### config.mk
export PLATFORM = sky130hd
export DESIGN_NAME = lamt_ctrl
export DESIGN_NICKNAME = d
export VERILOG_FILES = /design/src/hw/rtl/lamt_pkg.sv /design/src/hw/rtl/lamt_ctrl.sv
export SDC_FILE = /design/constraint.sdc
export NUM_CORES = 1
export LEC_CHECK = 0
export BUFFER_PORTS_ARGS = -buffer_cell sky130_fd_sc_hd__buf_4
export CORE_AREA = 4 4 41 43
export CTS_CLUSTER_DIAMETER = 60
export DETAILED_ROUTE_END_ITERATION = 10
export DIE_AREA = 0 0 45 47
export GPL_TIMING_DRIVEN = 0
export PLACE_DENSITY_LB_ADDON = 0.25
export SYNTH_ARGS = -nofsm -noshare
export SYNTH_HDL_FRONTEND = slang
export SYNTH_SLANG_ARGS = --single-unit
### constraint.sdc
create_clock -name clk -period 1.5 [get_ports clk]
set_clock_uncertainty 0.2 [all_clocks]
set_input_delay 0.375 -clock clk [delete_from_list [all_inputs] [get_ports clk]]
set_output_delay 0.375 -clock clk [all_outputs]
set_load 0.03 [all_outputs]
### src/hw/rtl/lamt_pkg.sv
// ----------------------------------------------------------------------------
// lamt_pkg
// Shared types and constants for the largest-at-most take table: state
// encoding, op codes and the command/status bundles between control and
// datapath.
// ----------------------------------------------------------------------------
package lamt_pkg;

  localparam int VALUE_W = 31;

  localparam logic OP_INSERT = 1'b0;
  localparam logic OP_QUERY  = 1'b1;

  typedef enum logic [2:0] {
    S_IDLE,
    S_INS,
    S_SCAN,
    S_TAKE_RD,
    S_TAKE_MV,
    S_DONE
  } state_t;

  // commands from controller to datapath
  typedef struct packed {
    logic load;      // latch op and value, restart the scan
    logic ins;       // insert cycle: append if not full, record drop flag
    logic scan;      // issue next scan read
    logic take_rd;   // read the last occupied slot
    logic take_mv;   // move last slot into the hole, shrink the count
    logic res_load;  // load the output registers
  } cmd_t;

  // status from datapath to controller
  typedef struct packed {
    logic scan_done;
    logic have;
  } sts_t;

endpackage

### src/hw/rtl/lamt_ctrl.sv
// ----------------------------------------------------------------------------
// lamt_ctrl
// Controller state machine: sequences insert, scan and take steps and owns
// the input ready and output valid handshake signals.
// ----------------------------------------------------------------------------
module lamt_ctrl (
  input  logic            clk,
  input  logic            rst_n,
  input  logic            in_valid,
  input  logic            in_op,
  input  logic            out_ready,
  input  lamt_pkg::sts_t  sts,
  output logic            in_ready,
  output logic            out_valid,
  output lamt_pkg::cmd_t  cmd
);

  lamt_pkg::state_t state_r, state_nxt;
  logic             out_valid_r, out_valid_nxt;
  logic             out_free;

  assign out_free = !out_valid_r || out_ready;

  always_comb begin
    state_nxt = state_r;
    case (state_r)
      lamt_pkg::S_IDLE: begin
        if (in_valid) begin
          state_nxt = (in_op == lamt_pkg::OP_QUERY) ? lamt_pkg::S_SCAN : lamt_pkg::S_INS;
        end
      end
      lamt_pkg::S_INS: state_nxt = lamt_pkg::S_DONE;
      lamt_pkg::S_SCAN: begin
        if (sts.scan_done) begin
          state_nxt = sts.have ? lamt_pkg::S_TAKE_RD : lamt_pkg::S_DONE;
        end
      end
      lamt_pkg::S_TAKE_RD: state_nxt = lamt_pkg::S_TAKE_MV;
      lamt_pkg::S_TAKE_MV: state_nxt = lamt_pkg::S_DONE;
      lamt_pkg::S_DONE: begin
        if (out_free) begin
          state_nxt = lamt_pkg::S_IDLE;
        end
      end
      default: state_nxt = lamt_pkg::S_IDLE;
    endcase
  end

  always_comb begin
    cmd      = '0;
    in_ready = 1'b0;
    case (state_r)
      lamt_pkg::S_IDLE: begin
        in_ready = 1'b1;
        cmd.load = in_valid;
      end
      lamt_pkg::S_INS:     cmd.ins      = 1'b1;
      lamt_pkg::S_SCAN:    cmd.scan     = 1'b1;
      lamt_pkg::S_TAKE_RD: cmd.take_rd  = 1'b1;
      lamt_pkg::S_TAKE_MV: cmd.take_mv  = 1'b1;
      lamt_pkg::S_DONE:    cmd.res_load = out_free;
      default: cmd = '0;
    endcase
  end

  always_comb begin
    if (cmd.res_load) begin
      out_valid_nxt = 1'b1;
    end else if (out_ready) begin
      out_valid_nxt = 1'b0;
    end else begin
      out_valid_nxt = out_valid_r;
    end
  end

  always_ff @(posedge clk) begin
    if (!rst_n) begin
      state_r     <= lamt_pkg::S_IDLE;
      out_valid_r <= 1'b0;
    end else begin
      state_r     <= state_nxt;
      out_valid_r <= out_valid_nxt;
    end
  end

  assign out_valid = out_valid_r;

endmodule

==> flow_summary.json, run 1 <==
{
  "status": "finished with violations",
  "violations": "negative setup slack",
  "drc": 0,
  "path_max_fanout": 7,
  "grt_pass1_vias": 295,
  "synth_edf_count": 0,
  "drt_iter0_drc": 7,
  "period_needed_ns": 1.73,
  "gp_congestion": 0.683,
  "synth-simple-area-share_pct": 35.3,
  "synth_area_leaders": "dfxtp_1 29%, nor3b_1 8.0%, a21oi_1 7.1%, buf_4 5.4%, buf_6 4.0%",
  "antenna_found_initial": 0,
  "cts.sinks": 4,
  "hold_path_class": "in -> reg",
  "synthMuxAreaShare_pct": 0,
  "r2r_slack_ns": 0.15,
  "peakVddDrop_uv": 527,
  "htreeDepth": 1,
  "crit_buf_inv": 2,
  "place_ws_ns": -0.141,
  "firstDrtPassIters": 3,
  "seq_area_frac_synth_pct": 28.6,
  "hold_depth": 4,
  "grt_pass1_wl_mm": 1.21,
  "crit_path_end_kind": "primary output",
  "yosysTopAreaCellShare_pct": 28.6,
  "num-nets-final": 70,
  "synth_top_family_by_area": "simple AND/OR/NAND/NOR gates",
  "ys_types": 23,
  "hold_end": "state_r[0]",
  "worstHoldStart": "in_op",
  "rsz0062_at_grt": "true",
  "dp_hpwl_um": 553,
  "fin_util_pct": 42.1,
  "crit_path_start_kind": "flop",
  "final_cells": 76,
  "synth_warnings": 0,
  "clk_path_buf_depth": 2,
  "cpPeakStageDelay_ns": 0.32,
  "die_y_um": 47,
  "max_freq_mhz": 578,
  "ctsRootBufferMaster": "clkbuf_4",
  "synth_compound_area_share_pct": 22.3,
  "drive_gt1_share_pct": 63.9,
  "fin_area_um2": 548,
  "synth_xor_area_share_pct": 0,
  "clk_pin_slew_ns": 0.04,
  "synthTopCellsByCount": "4 x a21oi_1, 4 x dfxtp_1, 3 x nand2_1, 3 x nor3b_1",
  "r2r_cells": 5,
  "ys.flop_type": "dfxtp_1",
  "cap_violations": 0,
  "synthToLayoutAreaGrowth_pct": 95.5,
  "worst_pin_slew_ns": 0.216,
  "powerDensity_nw_per_um2": 1070,
  "insertion_delay_ns": 0.23,
  "r2r-end": "state_r[2]",
  "crit_family": "simple AND/OR/NAND/NOR gates",
  "multi_input_area_um2": 190,
  "worstPathCellList": "buf_6, nor3_4, and2_4, buf_6",
  "worstPathRequired_ns": 0.92,
  "wl_per_cell_um": 10.3,
  "cts_tree": "done",
  "dpl_cell_area_um2": 432,
  "num_rows": 13,
  "arrival_ns": 1.16,
  "dpl.cell_count": 65,
  "portBuffers": 14,
  "maxSlewHeadroom_pct": 85.6,
  "grt_max_degree": 11,
  "antenna_left": 0,
  "async_flop_share_pct": 0,
  "path_class": "reg -> out",
  "setup_ws_ns": -0.231,
  "die_w_um": 45,
  "cp_slowest_cell": "dfxtp_2",
  "power_leakage_nw": 0.267,
  "synth_fa_ha_area_share_pct": 0,
  "crit_path_frequent_cell": "buf_6",
  "track_usage_pct": 8.21,
  "yosysTopAreaCell": "dfxtp_1",
  "viasPerCell": 4.42,
  "timing.final.crit_share_pct": 115,
  "finalHoldViolCount": 0,
  "cts_inserted_buffers": 3,
  "drt-total-wl_um": 782,
  "syn_inst": 36,
  "coreArea_um2": 1300,
  "vias": 336,
  "avgSynthCellArea_um2": 7.79,
  "initial_core_util_pct": 21.5,
  "ys_ff_latch": 4,
  "holdBufCountCts": 0,
  "r2r_start": "state_r[0]",
  "power.total_mw": 0.587,
  "netlist_area_um2": 280,
  "hold_slack_ns": 0.221,
  "finalSetupViolCount": 7,
  "fill_cells": 140,
  "die_area_um2": 2120,
  "top_level_ports": 15,
  "finalMaxSlewViolations": 0,
  "synth_fp_nets": 43,
  "overflow": 0,
  "diodes": 0,
  "fin_tns_setup_ns": -1.31,
  "seqCellArea_um2": 83.8
}
[worst max-delay path by stage]
stage | end | depth (start not counted) | startpoint | slack, ns
4_1_cts | cmd[5] | 4 | state_r[0] | -0.22
3_5_place_dp | cmd[0] | 5 | out_ready | -0.14
2_1_floorplan | cmd[5] | 3 | state_r[0] | -0.19
6_report | cmd[5] | 4 | state_r[2] | -0.23
3_3_place_gp | cmd[0] | 5 | out_ready | -0.14
5_1_grt | cmd[5] | 4 | state_r[2] | -0.27
[layout by cell type (no fill, tap or decap), drive strengths merged, types with 2 or more instances in the layout]
cell type	count
a21oi	4
buf	26
clkbuf	3
dfxtp	4
inv	2
nand2	3
nor3b	3
o21ai	3
[layer usage]
metal	wire, um	GRT usage (%)
met5	0	0
met3	52	5.75
met4	0	1.75
met2	412	12.7
met1	317	9.32
[state kept, by name, indices dropped and copies added, names as in the netlist]
signal	flops
out_valid	1
state_r	3
[final cells by class]
class	instances	area share, %
timing repair buffer	23	34.9
buffer	3	6.16
sequential	4	15.3
tap	15	3.42
inverter	2	1.37
clock buffer	3	4.11
multi-input combinational	26	34.7
[worst min-delay path: cells and delay by family]
| family | cells | cell delay, ns |
|---|---|---|
| and+or+nand+nor | 2 | 0.10 |
| AOI/OAI and AO/OA | 1 | 0.05 |
| buffers and inverters | 1 | 0.09 |
[logic make-up after synthesis]
| group | after synthesis |
|---|---|
| AO/OA/AOI/OAI | 10 |
| flip-flops | 4 |
| AND/OR/NAND/NOR | 16 |
| buffers and inverters | 6 |
[power by group]
group	switching, mW	internal, mW	total, mW
Combinational	0.148	0.175	0.323
Sequential	0.0117	0.121	0.133
Clock	0.0418	0.0893	0.131
Total	0.201	0.385	0.587
[repair_timing]
item                                    in CTS  in global routing
buffers inserted                             5                  4
pin swaps                                    2                  2
resized for setup                           11                  1
endpoints found under the setup margin       7                  7
No activity file was read; power rests on OpenSTA's default activity.
==> inputs of run 2 (changes only) <==
- clock period: 1.5 -> 1.8 ns (I/O delays scaled with it)
==> run 2 against run 1 <==
The run now ends clean; first-iteration DRC count down 71%; clock power down 18%; via count down 6.8%; final cell count down 6.6%; count of clock-buffer cells in the layout unchanged; non-clock buffer count down 5; hold slack better by 0.074 ns; total power down 26%; critical path depth unchanged; register-to-register slack better by 0.16 ns; largest power group unchanged.
==> flow_summary.json, run 2 (synthesis gave the netlist of run 1 again) <==
{
  "die_y_um": 47,
  "top_level_ports": 15,
  "clk_path_buf_depth": 2,
  "cp_slowest_cell": "dfxtp_2",
  "fin_tns_setup_ns": 0,
  "portBuffers": 14,
  "firstDrtPassIters": 2,
  "cts_inserted_buffers": 3,
  "setup_ws_ns": 0.00943,
  "crit_path_start_kind": "flop",
  "fin_util_pct": 37.7,
  "dp_hpwl_um": 501,
  "cts.sinks": 4,
  "place_ws_ns": 0.00159,
  "drt-total-wl_um": 678,
  "powerDensity_nw_per_um2": 891,
  "worstPathRequired_ns": 1.15,
  "finalMaxSlewViolations": 0,
  "vias": 313,
  "diodes": 0,
  "antenna_left": 0,
  "worstPathCellList": "buf_6, nor3_4, and2_1, buf_6",
  "hold_path_class": "in -> reg",
  "largest_reg_flops": 3,
  "arrival_ns": 1.14,
  "top_register": "state_r",
  "max_freq_mhz": 558,
  "rsz0062_at_grt": "true",
  "cap_violations": 0,
  "die_w_um": 45,
  "crit_buf_inv": 2,
  "insertion_delay_ns": 0.23,
  "status": "complete, no violations",
  "maxSlewHeadroom_pct": 83.4,
  "clk_pin_slew_ns": 0.04,
  "cts_tree": "done",
  "num-nets-final": 65,
  "num_rows": 13,
  "viasPerCell": 4.41,
  "grt_pass1_wl_mm": 1.10,
  "path_max_fanout": 4,
  "cpPeakStageDelay_ns": 0.31,
  "path_class": "reg -> out",
  "crit_path_frequent_cell": "buf_6",
  "ctsRootBufferMaster": "clkbuf_4",
  "peakVddDrop_uv": 343,
  "worst_pin_slew_ns": 0.248,
  "fill_cells": 142,
  "track_usage_pct": 7.59,
  "drc": 0,
  "synthToLayoutAreaGrowth_pct": 75.0,
  "period_needed_ns": 1.79,
  "finalHoldViolCount": 0,
  "wl_per_cell_um": 9.55,
  "power_leakage_nw": 0.233,
  "layout_commonest_cell": "buf_4",
  "antenna_found_initial": 0,
  "grt_pass1_vias": 290,
  "timing.final.crit_share_pct": 99.5,
  "finalSetupViolCount": 0,
  "drt_iter0_drc": 2,
  "gp_congestion": 0.631,
  "overflow": 0,
  "final_cell_mix": "16 x buf_4, 5 x buf_6, 4 x a21oi_1",
  "drive_gt1_share_pct": 55.4,
  "grt_max_degree": 11,
  "coreArea_um2": 1300,
  "crit_family": "simple AND/OR/NAND/NOR gates",
  "initial_core_util_pct": 21.5,
  "crit_path_end_kind": "primary output",
  "htreeDepth": 1,
  "die_area_um2": 2120
}
==> run 2: cell types whose count changed in the layout (fill, tap and decap cells not counted) <==
| cell | before | now |
|---|---|---|
| dfxtp_1 | 1 | 2 |
| buf_4 | 18 | 16 |
| and2_4 | 1 | 0 |
| nor3b_2 | 3 | 2 |
| nor3b_1 | 0 | 1 |
| and2_1 | 0 | 1 |
| buf_6 | 8 | 5 |
| dfxtp_2 | 3 | 2 |
==> run 2: metrics by stage <==
stage / hold WS (ns) / power, mW / cell area, um^2 / instances
6_report: 0.295 / 0.437 / 490 / 71
5_1_grt: 0.296 / 0.473 / 490 / 71
4_1_cts: 0.290 / 0.446 / 487 / 71
3_5_place_dp: 0.313 / 0.307 / 425 / 65
3_3_place_gp: 0.307 / 0.309 / 425 / 65
2_1_floorplan: 0.298 / 0.248 / 302 / 36
==> run 2: area by class of cell <==
type	count	area, um^2	area share (%)
Sequential cell	4	82.6	16.8
Clock buffer	3	22.5	4.59
Multi-Input combinational cell	26	183	37.2
Tap cell	15	18.8	3.83
Inverter	2	7.51	1.53
Buffer	3	30.0	6.12
Timing Repair Buffer	18	146	29.8
==> run 2: power breakdown <==
part           leakage (nW)  internal [mW]  switching [mW]
clock                0.0138         0.0743          0.0335
sequential           0.0334          0.100         0.00842
combinational         0.186          0.109           0.111
total                 0.233          0.284           0.153
==> run 2: per-layer routing <==
metal	track usage [%]	routed length, um	up-vias
li1	-	-	165
met1	7.74	277	140
met2	12.4	363	8
met3	3.45	37	0
met4	5.26	0	0
met5	0	0	-
==> run 2: repair_timing <==
item	in CTS	in global routing
setup endpoints to repair	4	6
buffers inserted	4	0
hold endpoints to repair	0	0
hold buffers	0	0
pin swaps	1	1
gates resized for setup	6	1
==> run 2: worst paths after layout <==
path / from / endpoint / slack (ns) / cells past startpoint
worst min register to register: out_valid / out_valid / 0.32 / 2
worst min-delay path: in_op / state_r[0] / 0.29 / 4
worst max register to register: state_r[0] / state_r[0] / 0.31 / 6
worst max-delay path: state_r[0] / cmd[5] / 0.009 / 4
==> run 2: worst reg2reg max path: cells and delay by family, from the launching register on <==
kind / cells / cell delay [ns]
DFF: 1 / 0.31
AOI/OAI and AO/OA: 2 / 0.42
and+or+nand+nor: 1 / 0.11
buffers and inverters: 3 / 0.39
